**config.mk**
```make
export PLATFORM = sky130hd
export DESIGN_NAME = sha256_byte_stream_hasher
export DESIGN_NICKNAME = d
export VERILOG_FILES = /design/src/rtl/core/sha_pkg.sv /design/src/rtl/core/sha_front.sv /design/src/rtl/core/sha_core.sv /design/src/rtl/core/sha256_byte_stream_hasher.sv
export SDC_FILE = /design/constraint.sdc
export NUM_CORES = 2
export LEC_CHECK = 0
export ABC_AREA = 1
export ABC_CLOCK_PERIOD_IN_PS = 33600
export BUFFER_PORTS_ARGS = -buffer_cell sky130_fd_sc_hd__buf_2
export CAP_MARGIN = 20
export CORE_AREA = 2 2 568 570
export CTS_BUF_LIST = sky130_fd_sc_hd__clkbuf_4 sky130_fd_sc_hd__clkbuf_8
export DETAILED_ROUTE_END_ITERATION = 10
export DIE_AREA = 0 0 570 572
export PLACE_DENSITY_LB_ADDON = 0.1
export SLEW_MARGIN = 25
export SYNTH_ARGS = -nofsm -noshare
export SYNTH_HDL_FRONTEND = slang
export SYNTH_SLANG_ARGS = --single-unit
```
**constraint.sdc**
```tcl
create_clock -name clk_i -period 33.6 [get_ports clk_i]
set_input_delay 5.04 -clock clk_i [delete_from_list [all_inputs] [get_ports clk_i]]
set_output_delay 5.04 -clock clk_i [all_outputs]
set_load 0.1 [all_outputs]
```
**src/rtl/core/sha_pkg.sv**
```systemverilog
// ----------------------------------------------------------------------------
// sha_pkg
// Shared types, constants and round functions for the SHA-256 byte hasher.
// ----------------------------------------------------------------------------
`default_nettype none
package sha_pkg;

  localparam int unsigned QueueDepth = 4;

  // queued item from the front to the back
  typedef struct packed {
    logic [7:0] data_byte;
    logic       byte_present;
    logic       end_of_message;
  } item_t;

  localparam logic [7:0] PadByte = 8'h80;
  localparam logic [5:0] LenPos  = 6'd56;

  typedef logic [31:0] word_t;

  function automatic word_t round_k(input logic [5:0] i);
    word_t k;
    unique case (i)
      6'd0: k = 32'h428a2f98; 6'd1: k = 32'h71374491; 6'd2: k = 32'hb5c0fbcf;
      6'd3: k = 32'he9b5dba5; 6'd4: k = 32'h3956c25b; 6'd5: k = 32'h59f111f1;
      6'd6: k = 32'h923f82a4; 6'd7: k = 32'hab1c5ed5; 6'd8: k = 32'hd807aa98;
      6'd9: k = 32'h12835b01; 6'd10: k = 32'h243185be; 6'd11: k = 32'h550c7dc3;
      6'd12: k = 32'h72be5d74; 6'd13: k = 32'h80deb1fe; 6'd14: k = 32'h9bdc06a7;
      6'd15: k = 32'hc19bf174; 6'd16: k = 32'he49b69c1; 6'd17: k = 32'hefbe4786;
      6'd18: k = 32'h0fc19dc6; 6'd19: k = 32'h240ca1cc; 6'd20: k = 32'h2de92c6f;
      6'd21: k = 32'h4a7484aa; 6'd22: k = 32'h5cb0a9dc; 6'd23: k = 32'h76f988da;
      6'd24: k = 32'h983e5152; 6'd25: k = 32'ha831c66d; 6'd26: k = 32'hb00327c8;
      6'd27: k = 32'hbf597fc7; 6'd28: k = 32'hc6e00bf3; 6'd29: k = 32'hd5a79147;
      6'd30: k = 32'h06ca6351; 6'd31: k = 32'h14292967; 6'd32: k = 32'h27b70a85;
      6'd33: k = 32'h2e1b2138; 6'd34: k = 32'h4d2c6dfc; 6'd35: k = 32'h53380d13;
      6'd36: k = 32'h650a7354; 6'd37: k = 32'h766a0abb; 6'd38: k = 32'h81c2c92e;
      6'd39: k = 32'h92722c85; 6'd40: k = 32'ha2bfe8a1; 6'd41: k = 32'ha81a664b;
      6'd42: k = 32'hc24b8b70; 6'd43: k = 32'hc76c51a3; 6'd44: k = 32'hd192e819;
      6'd45: k = 32'hd6990624; 6'd46: k = 32'hf40e3585; 6'd47: k = 32'h106aa070;
      6'd48: k = 32'h19a4c116; 6'd49: k = 32'h1e376c08; 6'd50: k = 32'h2748774c;
      6'd51: k = 32'h34b0bcb5; 6'd52: k = 32'h391c0cb3; 6'd53: k = 32'h4ed8aa4a;
      6'd54: k = 32'h5b9cca4f; 6'd55: k = 32'h682e6ff3; 6'd56: k = 32'h748f82ee;
      6'd57: k = 32'h78a5636f; 6'd58: k = 32'h84c87814; 6'd59: k = 32'h8cc70208;
      6'd60: k = 32'h90befffa; 6'd61: k = 32'ha4506ceb; 6'd62: k = 32'hbef9a3f7;
      default: k = 32'hc67178f2;
    endcase
    return k;
  endfunction

  function automatic word_t init_h(input logic [2:0] i);
    word_t h;
    unique case (i)
      3'd0: h = 32'h6a09e667; 3'd1: h = 32'hbb67ae85;
      3'd2: h = 32'h3c6ef372; 3'd3: h = 32'ha54ff53a;
      3'd4: h = 32'h510e527f; 3'd5: h = 32'h9b05688c;
      3'd6: h = 32'h1f83d9ab; default: h = 32'h5be0cd19;
    endcase
    return h;
  endfunction

  function automatic word_t ror(input word_t x, input int unsigned n);
    return (x >> n) | (x << (32 - n));
  endfunction

endpackage
`default_nettype wire

```
**src/rtl/core/sha_front.sv**
```systemverilog
// ----------------------------------------------------------------------------
// sha_front
// Accepts input items, drops empty ones and queues the rest for the core.
// ----------------------------------------------------------------------------
`default_nettype none
module sha_front #(
  parameter int unsigned Depth = sha_pkg::QueueDepth
) (
  input  wire logic          clk_i,
  input  wire logic          rst_ni,
  input  wire logic          in_valid_i,
  output logic               in_ready_o,
  input  wire sha_pkg::item_t in_item_i,
  output logic               q_valid_o,
  input  wire logic          q_ready_i,
  output sha_pkg::item_t     q_item_o
);
  import sha_pkg::*;

  localparam int unsigned AW = (Depth > 1) ? $clog2(Depth) : 1;

  item_t         mem_q [Depth];
  logic [AW-1:0] wr_q, rd_q;
  logic [AW:0]   cnt_q;
  logic          push, pop, useful;

  // items with neither a byte nor an end are consumed without queueing
  assign useful     = in_item_i.byte_present | in_item_i.end_of_message;
  assign in_ready_o = (cnt_q != (AW+1)'(Depth));
  assign push       = in_valid_i & in_ready_o & useful;
  assign q_valid_o  = (cnt_q != '0);
  assign pop        = q_valid_o & q_ready_i;
  assign q_item_o   = mem_q[rd_q];

  // queue storage
  always_ff @(posedge clk_i) begin
    if (push) begin
      mem_q[wr_q] <= in_item_i;
    end
  end

  // queue pointers
  always_ff @(posedge clk_i or negedge rst_ni) begin
    if (!rst_ni) begin
      wr_q  <= '0;
      rd_q  <= '0;
      cnt_q <= '0;
    end else begin
      if (push) wr_q <= (wr_q == AW'(Depth - 1)) ? '0 : wr_q + 1'b1;
      if (pop)  rd_q <= (rd_q == AW'(Depth - 1)) ? '0 : rd_q + 1'b1;
      cnt_q <= cnt_q + (AW+1)'(push) - (AW+1)'(pop);
    end
  end

`ifndef SYNTHESIS
  a_no_overflow: assert property (@(posedge clk_i) disable iff (!rst_ni)
    cnt_q <= (AW+1)'(Depth)) else $error("queue overflow");
  a_count: assert property (@(posedge clk_i) disable iff (!rst_ni)
    (push && !pop) |=> cnt_q == $past(cnt_q) + 1'b1) else $error("count slip");
  a_pop_valid: assert property (@(posedge clk_i) disable iff (!rst_ni)
    (cnt_q == '0) |-> !pop) else $error("pop from empty");
`endif
endmodule
`default_nettype wire

```
**src/rtl/core/sha_core.sv**
```systemverilog
// ----------------------------------------------------------------------------
// sha_core
// Block buffer, padding sequencer, one-round-per-cycle compression and
// digest output register.
// ----------------------------------------------------------------------------
`default_nettype none
module sha_core (
  input  wire logic           clk_i,
  input  wire logic           rst_ni,
  input  wire logic           q_valid_i,
  output logic                q_ready_o,
  input  wire sha_pkg::item_t q_item_i,
  output logic                out_valid_o,
  input  wire logic           out_ready_i,
  output logic [63:0]         digest_part_o,
  output logic [1:0]          part_index_o,
  output logic                last_part_o
);
  import sha_pkg::*;

  typedef enum logic [2:0] {
    S_IDLE, S_PAD, S_LEN, S_COMP, S_ADD, S_OUT
  } state_e;

  state_e      state_q, ret_q;
  logic [5:0]  fill_q;
  logic [63:0] bits_q, len_q;
  logic [2:0]  len_idx_q;
  logic        ending_q;
  logic [5:0]  rnd_q;
  word_t       h_q [8];
  word_t       v_q [8];
  word_t       w_q [16];
  logic [1:0]  part_q;
  word_t       buf_q [16];
  logic [7:0]  wbyte;
  logic        wen;
  logic        mark_q;
  word_t       s0, s1, wnew, wcur, t1, t2;

  assign q_ready_o = (state_q == S_IDLE);

  // byte written into the block buffer this cycle
  always_comb begin
    wen   = 1'b0;
    wbyte = q_item_i.data_byte;
    unique case (state_q)
      S_IDLE: wen = q_valid_i & q_item_i.byte_present;
      S_PAD: begin
        wen   = 1'b1;
        wbyte = mark_q ? PadByte : '0;
      end
      S_LEN: begin
        wen   = 1'b1;
        wbyte = len_q[{~len_idx_q, 3'b000} +: 8];
      end
      default: wen = 1'b0;
    endcase
  end

  // schedule and round datapath
  assign wcur = (rnd_q < 6'd16) ? buf_q[rnd_q[3:0]] : w_q[15];
  assign s0   = ror(w_q[1], 7) ^ ror(w_q[1], 18) ^ (w_q[1] >> 3);
  assign s1   = ror(w_q[14], 17) ^ ror(w_q[14], 19) ^ (w_q[14] >> 10);
  assign wnew = w_q[0] + s0 + w_q[9] + s1;
  assign t1   = v_q[7] + (ror(v_q[4], 6) ^ ror(v_q[4], 11) ^ ror(v_q[4], 25))
              + ((v_q[4] & v_q[5]) ^ (~v_q[4] & v_q[6])) + round_k(rnd_q)
              + ((rnd_q < 6'd16) ? wcur : wnew);
  assign t2   = (ror(v_q[0], 2) ^ ror(v_q[0], 13) ^ ror(v_q[0], 22))
              + ((v_q[0] & v_q[1]) ^ (v_q[0] & v_q[2]) ^ (v_q[1] & v_q[2]));

  // block buffer, sixteen big-endian words filled a byte lane at a time
  always_ff @(posedge clk_i) begin
    if (wen) buf_q[fill_q[5:2]][{~fill_q[1:0], 3'b000} +: 8] <= wbyte;
  end

  // working registers and schedule window
  always_ff @(posedge clk_i) begin
    if (state_q == S_COMP) begin
      v_q[7] <= v_q[6]; v_q[6] <= v_q[5]; v_q[5] <= v_q[4];
      v_q[4] <= v_q[3] + t1;
      v_q[3] <= v_q[2]; v_q[2] <= v_q[1]; v_q[1] <= v_q[0];
      v_q[0] <= t1 + t2;
      for (int i = 0; i < 15; i++) w_q[i] <= w_q[i+1];
      w_q[15] <= (rnd_q < 6'd16) ? wcur : wnew;
    end else begin
      for (int i = 0; i < 8; i++) v_q[i] <= h_q[i];
    end
  end

  // sequencer with state and registered outputs
  always_ff @(posedge clk_i or negedge rst_ni) begin
    if (!rst_ni) begin
      state_q   <= S_IDLE;
      ret_q     <= S_IDLE;
      fill_q    <= '0;
      bits_q    <= '0;
      len_q     <= '0;
      len_idx_q <= '0;
      ending_q  <= 1'b0;
      rnd_q     <= '0;
      part_q    <= '0;
      for (int i = 0; i < 8; i++) h_q[i] <= init_h(3'(i));
    end else begin
      unique case (state_q)
        S_IDLE: begin
          if (q_valid_i) begin
            if (q_item_i.byte_present) begin
              bits_q <= bits_q + 64'd8;
              fill_q <= fill_q + 1'b1;
            end
            ending_q <= q_item_i.end_of_message;
            len_q    <= bits_q + (q_item_i.byte_present ? 64'd8 : 64'd0);
            if (q_item_i.byte_present && fill_q == 6'd63) begin
              state_q <= S_COMP;
              ret_q   <= q_item_i.end_of_message ? S_PAD : S_IDLE;
              rnd_q   <= '0;
            end else if (q_item_i.end_of_message) begin
              state_q <= S_PAD;
            end
          end
        end
        S_PAD: begin
          // 0x80 marker is written by overriding the first pad byte
          fill_q <= fill_q + 1'b1;
          if (fill_q == 6'd63) begin
            state_q <= S_COMP;
            ret_q   <= S_PAD;
            rnd_q   <= '0;
          end else if (fill_q + 1'b1 == LenPos) begin
            state_q   <= S_LEN;
            len_idx_q <= '0;
          end
        end
        S_LEN: begin
          fill_q    <= fill_q + 1'b1;
          len_idx_q <= len_idx_q + 1'b1;
          if (len_idx_q == 3'd7) begin
            state_q <= S_COMP;
            ret_q   <= S_OUT;
            rnd_q   <= '0;
          end
        end
        S_COMP: begin
          rnd_q <= rnd_q + 1'b1;
          if (rnd_q == 6'd63) state_q <= S_ADD;
        end
        S_ADD: begin
          for (int i = 0; i < 8; i++) h_q[i] <= h_q[i] + v_q[i];
          state_q <= ret_q;
          part_q  <= '0;
        end
        default: begin
          if (out_ready_i) begin
            part_q <= part_q + 1'b1;
            if (part_q == 2'd3) begin
              state_q  <= S_IDLE;
              bits_q   <= '0;
              ending_q <= 1'b0;
              for (int i = 0; i < 8; i++) h_q[i] <= init_h(3'(i));
            end
          end
        end
      endcase
    end
  end

  // marker byte: first pad write after the end item
  always_ff @(posedge clk_i or negedge rst_ni) begin
    if (!rst_ni) begin
      mark_q <= 1'b0;
    end else if (state_q == S_IDLE && q_valid_i && q_item_i.end_of_message) begin
      mark_q <= 1'b1;
    end else if (state_q == S_PAD) begin
      mark_q <= 1'b0;
    end
  end

  assign out_valid_o   = (state_q == S_OUT);
  assign digest_part_o = {h_q[{part_q, 1'b0}], h_q[{part_q, 1'b1}]};
  assign part_index_o  = part_q;
  assign last_part_o   = (part_q == 2'd3);

`ifndef SYNTHESIS
  a_out_only_end: assert property (@(posedge clk_i) disable iff (!rst_ni)
    out_valid_o |-> ending_q) else $error("digest without end");
  a_rounds: assert property (@(posedge clk_i) disable iff (!rst_ni)
    (state_q == S_ADD) |-> $past(rnd_q) == 6'd63) else $error("round count");
  a_hold: assert property (@(posedge clk_i) disable iff (!rst_ni)
    (out_valid_o && !out_ready_i) |=> $stable(part_q)) else $error("part moved");
`endif
endmodule
`default_nettype wire

```
**src/rtl/core/sha256_byte_stream_hasher.sv**
```systemverilog
// End of message: with the core idle, an end item is followed by the padding bytes, then
// one or two 64-round compressions and a final add, before its first digest part.
// Throughput: one byte per cycle into the block buffer while the core is idle; each full
// block then holds the single round unit, and the core takes no byte until it is done.
// Digest parts are given one per cycle while the sink is ready.
// Reset: asynchronous active low; hash state returns to the initial value.
`default_nettype none
module sha256_byte_stream_hasher #(
  parameter int unsigned QDepth = sha_pkg::QueueDepth
) (
  input  wire logic        clk_i,
  input  wire logic        rst_ni,
  input  wire logic        s_axis_tvalid,
  output logic             s_axis_tready,
  input  wire logic [7:0]  s_axis_tdata,  // data_byte
  input  wire logic        s_axis_tuser,  // byte_present
  input  wire logic        s_axis_tlast,  // end_of_message
  output logic             m_axis_tvalid,
  input  wire logic        m_axis_tready,
  output logic [63:0]      m_axis_tdata,  // digest_part
  output logic [1:0]       m_axis_tuser,  // part_index
  output logic             m_axis_tlast   // last_part
);
  import sha_pkg::*;

  item_t in_item, q_item;
  logic  q_valid, q_ready;

  assign in_item = '{data_byte: s_axis_tdata, byte_present: s_axis_tuser,
                     end_of_message: s_axis_tlast};

  sha_front #(.Depth(QDepth)) u_front (
    .clk_i, .rst_ni,
    .in_valid_i(s_axis_tvalid), .in_ready_o(s_axis_tready), .in_item_i(in_item),
    .q_valid_o(q_valid), .q_ready_i(q_ready), .q_item_o(q_item)
  );

  sha_core u_core (
    .clk_i, .rst_ni,
    .q_valid_i(q_valid), .q_ready_o(q_ready), .q_item_i(q_item),
    .out_valid_o(m_axis_tvalid), .out_ready_i(m_axis_tready),
    .digest_part_o(m_axis_tdata), .part_index_o(m_axis_tuser),
    .last_part_o(m_axis_tlast)
  );
endmodule
`default_nettype wire

```
Word-level counts from Yosys, hierarchy flattened
Memories as Yosys holds them, arrays and structs flattened.
Cells that the tools add are included.
{"block": "word_totals", "rom_bits": 2048, "word_cells": 224, "mem_bits_rw": 1320, "memories": 5, "regBits": 415, "output_inout_bits": 69, "inputBits": 14}
{"memory": "(no name shown)", "words": 64, "word_bits": 32, "rd": 1, "rd_clocked_by_memory_dff": 0, "write_ports": 0, "line_no": "sha_pkg.sv:24", "rtl": "unique case (i)"}
{"memory": "u_core.buf_q", "words": 16, "word_bits": 32, "rd": 1, "rd_clocked_by_memory_dff": 0, "write_ports": 1, "line_no": "sha_core.sv:35", "rtl": "word_t buf_q [16];"}
{"memory": "u_core.w_q", "words": 16, "word_bits": 32, "rd": 16, "rd_clocked_by_memory_dff": 0, "write_ports": 16, "line_no": "sha_core.sv:33", "rtl": "word_t w_q [16];"}
{"memory": "u_core.v_q", "words": 8, "word_bits": 32, "rd": 8, "rd_clocked_by_memory_dff": 0, "write_ports": 8, "line_no": "sha_core.sv:32", "rtl": "word_t v_q [8];"}
{"memory": "u_front.mem_q", "words": 4, "word_bits": 10, "rd": 1, "rd_clocked_by_memory_dff": 0, "write_ports": 1, "line_no": "sha_front.sv:22", "rtl": "item_t mem_q [Depth];"}
{"block": "op_classes", "n_reduce_logical": 28, "n_lt_le_gt_ge": 3, "addsub": 29, "bitwise_logic": 46, "n_eq_ne": 23, "shifts": 3, "mux": 67}
{"operator": "32-bit adder", "n": 18}
{"operator": "256-bit two-way mux", "n": 2}
{"operator": "256-bit case mux with 2 select lines", "n": 1}
{"operator": "32-bit two-way mux", "n": 14}
{"operator": "32-bit XOR", "n": 9}
{"operator": "64-bit two-way mux", "n": 4}
{"operator": "32-bit binary-select mux with 3-bit select", "n": 2}
{"operator": "32-bit bitwise AND", "n": 5}
{"operator": "64-bit case mux with 2 select lines", "n": 1}
{"operator": "64-bit by 4-bit adder with 64-bit output (second input constant)", "n": 1}
{"operator": "64-bit adder", "n": 1}
{"operator": "64-bit by 7-bit variable part select with 8-bit output", "n": 1}
{"operator": "3-bit two-way mux", "n": 15}
{"operator": "6-bit two-way mux", "n": 6}
{"operator": "32-bit NOT", "n": 1}
{"operator": "10-bit by 32-bit bitwise OR with 32-bit output", "n": 1}
{"operator": "13-bit by 32-bit bitwise OR with 32-bit output", "n": 1}
{"operator": "14-bit by 32-bit bitwise OR with 32-bit output", "n": 1}
{"operator": "15-bit by 32-bit bitwise OR with 32-bit output", "n": 1}
{"operator": "19-bit by 32-bit bitwise OR with 32-bit output", "n": 1}
{"operator": "21-bit by 32-bit bitwise OR with 32-bit output", "n": 1}
{"operator": "25-bit by 32-bit bitwise OR with 32-bit output", "n": 1}
{"operator": "26-bit by 32-bit bitwise OR with 32-bit output", "n": 1}
{"operator": "30-bit by 32-bit bitwise OR with 32-bit output", "n": 1}
{"operator": "other kinds (52)", "n": 109}

Logic depth before layout (Yosys ltp)
An unclocked memory read counts as a cell.
{"block": "depth", "ltp_word": 11, "ltp_mapped": 54, "depth_no_buf": 54}

Hierarchy
From an unflattened synthesis, not the netlist that was laid out.
{"block": "unflattened", "hier_cells": 10404, "area_unflattened_um2": 96068.4}
{"mod": "sha_core", "cells_per_inst": 10230, "n_inst": 1, "seq_area_each_um2": 46079.2, "area_per_inst_um2": 93970.1}
{"mod": "sha_front", "cells_per_inst": 174, "n_inst": 1, "seq_area_each_um2": 1376.3, "area_per_inst_um2": 2098.3}

Worst setup path after synthesis
Ideal clock, no wire load.
{"block": "synth_path", "kind": "register to register", "start": "reg u_core.state_q[1]", "end": "mem u_core.w_q[0][0] (netlist name) (enable)", "period_less_slack_ps": 16013, "setup_ps": 1076, "path_buffers": 2, "t_arrival_ps": 14937, "setup_slack_ps": 17587, "t_required_ps": 32524, "path_stages_with_launch": 7, "path_cell_list": "dfrtp_1 -> nand2_1 -> inv_1 -> nand2_1 -> inv_1 -> clkbuf_1 -> clkbuf_1"}
{"element": "from (decl)", "line_no": "sha_core.sv:25", "rtl": "state_e state_q, ret_q;"}
{"element": "from (signal assigned)", "line_no": "sha_core.sv:150", "rtl": "state_q <= ret_q;"}
{"element": "to (decl)", "line_no": "sha_core.sv:33"}

==> impl_metrics.py <==
metrics = {
    "status": {
        "status": "finished clean",
    },
    "logic_synthesis": {
        "synthCells": 10400,
        "yosysWarnings": 0,
        "synth-seq-cells": 1728,
        "ys.flop_type": "edfxtp_1",
        "avgSynthCellArea_sq_um": 9.22,
        "yosysSeqAreaShare_pct": 49.6,
        "ys_async_sr_fraction_pct": 23.6,
        "syn_area_sq_mm": 0.0956,
        "synth.distinct_cells": 68,
        "synth_edf_count": 1064,
        "syn-num-nets": 11000,
    },
    "drt": {
        "drt-total-wl_microns": 417000,
        "avgRoutedWirePerCell_microns": 27.8,
        "vias": 77700,
        "drt_iter0_markers": 8111,
        "drc": 0,
        "routed_via_density": 5.18,
        "ant_nets": 0,
        "firstDrtPassIters": 6,
    },
    "grt": {
        "antenna_found_initial": 26,
        "grt_use_total_pct": 25.0,
        "grt_pass1_wl_microns": 582000,
        "first_global_vias": 74900,
        "gr-total-overflow": 0,
        "grt_max_degree": 171,
    },
    "critical_path": {
        "worstPathRequired_ns": 34.49,
        "critPathMaxFanout": 5,
        "cp-start-kind": "flip-flop",
        "reg2reg_to": "u_core.v_q[0][23]",
        "reg2reg_from": "u_core.w_q[7][25]",
        "reg2regPathDepth": 36,
        "crit_path_max_incr_delay_ns": 0.82,
        "crit_type": "reg2reg",
        "cp_slowest_cell": "o21ai_0",
        "r2r_setup_slack_ns": 22.16,
        "end_kind": "flip-flop",
        "worstPathArrival_ns": 12.34,
    },
    "sta": {
        "finalCritPeriodShare_pct": 34.1,
        "hold_viol": 0,
        "relSlewSlack_pct": 19.7,
        "timing.final.max_slew_violations": 0,
        "finalSetupTns_ns": 0,
        "setup_viol_count_final": 0,
        "period_needed_ns": 11.44,
        "fmax_ghz": 0.0874,
        "tightest_slew_ns": 1.19,
        "rsz0062_at_grt": "no",
        "fin_worst_skew_ns": 0.121,
    },
    "clock_network": {
        "cts_inserted_buffers": 335,
        "holdBufCountCts": 0,
        "cts-root-buf": "clkbuf_8",
        "cts-resized-gates": 0,
        "insertion_delay_ns": 1.15,
        "clock-sinks": 1728,
        "htree_levels": 5,
        "postCtsSetupRepairBufs": 0,
        "cts.clk_slew.worst_paths_ns": 0.06,
        "clock_path_buffers": 4,
        "cts_tree": "yes",
    },
    "worst_hold_path": {
        "hold_class": "reg2reg",
        "hold-path-endpoint": "u_core.w_q[3][10]",
        "min-delay-start": "u_core.w_q[3][42]",
        "holdPathStages": 0,
    },
    "floorplanning": {
        "core_area_sq_mm": 0.320,
        "die-height_microns": 572,
        "initial_utilization_pct": 29.9,
        "die_w_microns": 570,
        "die_area_sq_mm": 0.326,
        "row_count": 208,
        "ios": 83,
    },
    "flow_run": {
        "maxCapViolCount": 0,
    },
    "placement": {
        "numPortBuffers": 82,
        "routabilityCongestion": 0.973,
        "dp_hpwl_microns": 317000,
    },
    "finish": {
        "area_growth_pct": 12.8,
        "final_core_util_pct": 33.7,
        "fin_nets": 11100,
        "fillers": 33200,
        "drive_gt1_share_pct": 9.59,
    },
}
[area by class of cell]
type / count / area [sq um] / share of cell area, %
Antenna cell: 12 / 30.0 / 0.0278
Clock buffer: 472 / 5840 / 5.41
Clock inverter: 135 / 922 / 0.855
Inverter: 1323 / 4990 / 4.62
Multi-Input combinational cell: 6951 / 42100 / 39.0
Sequential cell: 1728 / 47500 / 44.0
Tap cell: 4200 / 5260 / 4.87
Timing Repair Buffer: 184 / 1290 / 1.20
[logic make-up (layout without fill, tap and decap cells)]
family                   count (synthesis)  after routing  synth area share [%]
AO/OA/AOI/OAI                         2527           2527                  15.3
XOR/XNOR                               486            486                  4.45
adder cells (fa/ha/maj)                608            608                  9.49
buffers and inverters                 1695           2114                  6.69
flip-flops                            1728           1728                  49.6
other                                    0             12                     0
AND/OR/NAND/NOR                       3330           3330                  14.4
[layer usage]
metal | share of wire [%] | vias up | wire [microns] | GRT usage (%)
met5 | 0.0094 | - | 39 | 0
met3 | 7.3 | 470 | 30300 | 5.37
met1 | 47 | 38600 | 198000 | 36.4
li1 | - | 35800 | - | -
met4 | 2.2 | 6 | 9010 | 5.27
met2 | 43 | 2732 | 180000 | 37.8
[cells in the mapped netlist (156+ instances only)]
library cell | n | area share [%]
ha_1 | 411 | 5.4
edfxtp_1 | 1064 | 33
dfrtp_1 | 272 | 7.1
nand3_1 | 348 | 1.8
nand2_1 | 1859 | 7.3
o22ai_1 | 156 | 1.0
inv_1 | 1306 | 5.1
xnor2_1 | 199 | 1.8
xor2_1 | 287 | 2.6
a21oi_1 | 729 | 3.8
a22oi_1 | 214 | 1.7
dfxtp_1 | 256 | 5.4
clkbuf_1 | 302 | 1.2
nor2_1 | 764 | 3.0
fa_1 | 196 | 4.1
o21ai_0 | 943 | 4.9
[metrics by stage]
| step | instance area (sq um) | cells | hold slack [ns] | setup slack [ns] |
|---|---|---|---|---|
| 6_report | 108000 | 15000 | 0.367 | 22.16 |
| 5_1_grt | 108000 | 15000 | 0.376 | 21.81 |
| 4_1_cts | 108000 | 15000 | 0.352 | 22.28 |
| 3_5_place_dp | 101000 | 14400 | 0.405 | 22.40 |
| 3_3_place_gp | 101000 | 14400 | 0.400 | 22.21 |
| 2_1_floorplan | 95600 | 10400 | 0.400 | 17.59 |
[critical path: cells and delay by family (launching register included)]
| kind | cells | cell delay (ns) |
|---|---|---|
| DFF | 1 | 0.55 |
| buffers and inverters | 7 | 0.59 |
| xor gates and xnor gates | 4 | 1.25 |
| adders and majority gates | 9 | 4.24 |
| and+or+nand+nor | 6 | 0.97 |
| AOI/OAI and AO/OA | 10 | 3.59 |
[flip-flops by register name, indices dropped and copies added (netlist names), 3 cells and up]
register	count
u_core.bits_q	61
u_core.buf_q	512
u_core.fill_q	6
u_core.h_q	256
u_core.len_idx_q	3
u_core.len_q	61
u_core.rnd_q	6
u_core.state_q	3
u_core.v_q	256
u_core.w_q	512
u_front.cnt_q	3
u_front.mem_q	40
[cell usage in the layout, fill, tap and decap left out, drive strengths merged, types with 37 or more instances in the layout]
master,instances
nand2,1869
xnor2,199
a31oi,81
o21ai,966
or2,46
a21o,75
nor2,780
dfrtp,272
a22oi,214
o22ai,156
clkinv,118
nor3,146
buf,184
fa,196
inv,1326
edfxtp,1064
a21oi,729
nor4,37
nand4,88
clkbuf,472
dfstp,136
dfxtp,256
o21bai,63
ha,411
xor2,287
nand3,350
[worst max-delay path by stage]
| stage | from | end | depth (start not counted) |
|---|---|---|---|
| floorplan | u_core.state_q[1] | u_core.w_q[0][0] | 6 |
| global placement | u_core.w_q[7][25] | u_core.v_q[0][23] | 36 |
| detailed placement | u_core.w_q[7][25] | u_core.v_q[0][23] | 36 |
| CTS | u_core.w_q[7][25] | u_core.v_q[0][23] | 36 |
| global route | u_core.w_q[0][42] | u_core.v_q[0][27] | 43 |
| finish | u_core.w_q[7][25] | u_core.v_q[0][23] | 36 |
Power is not shown: default switching activity piles up to over one toggle a cycle in this logic, so the estimate is an artifact.
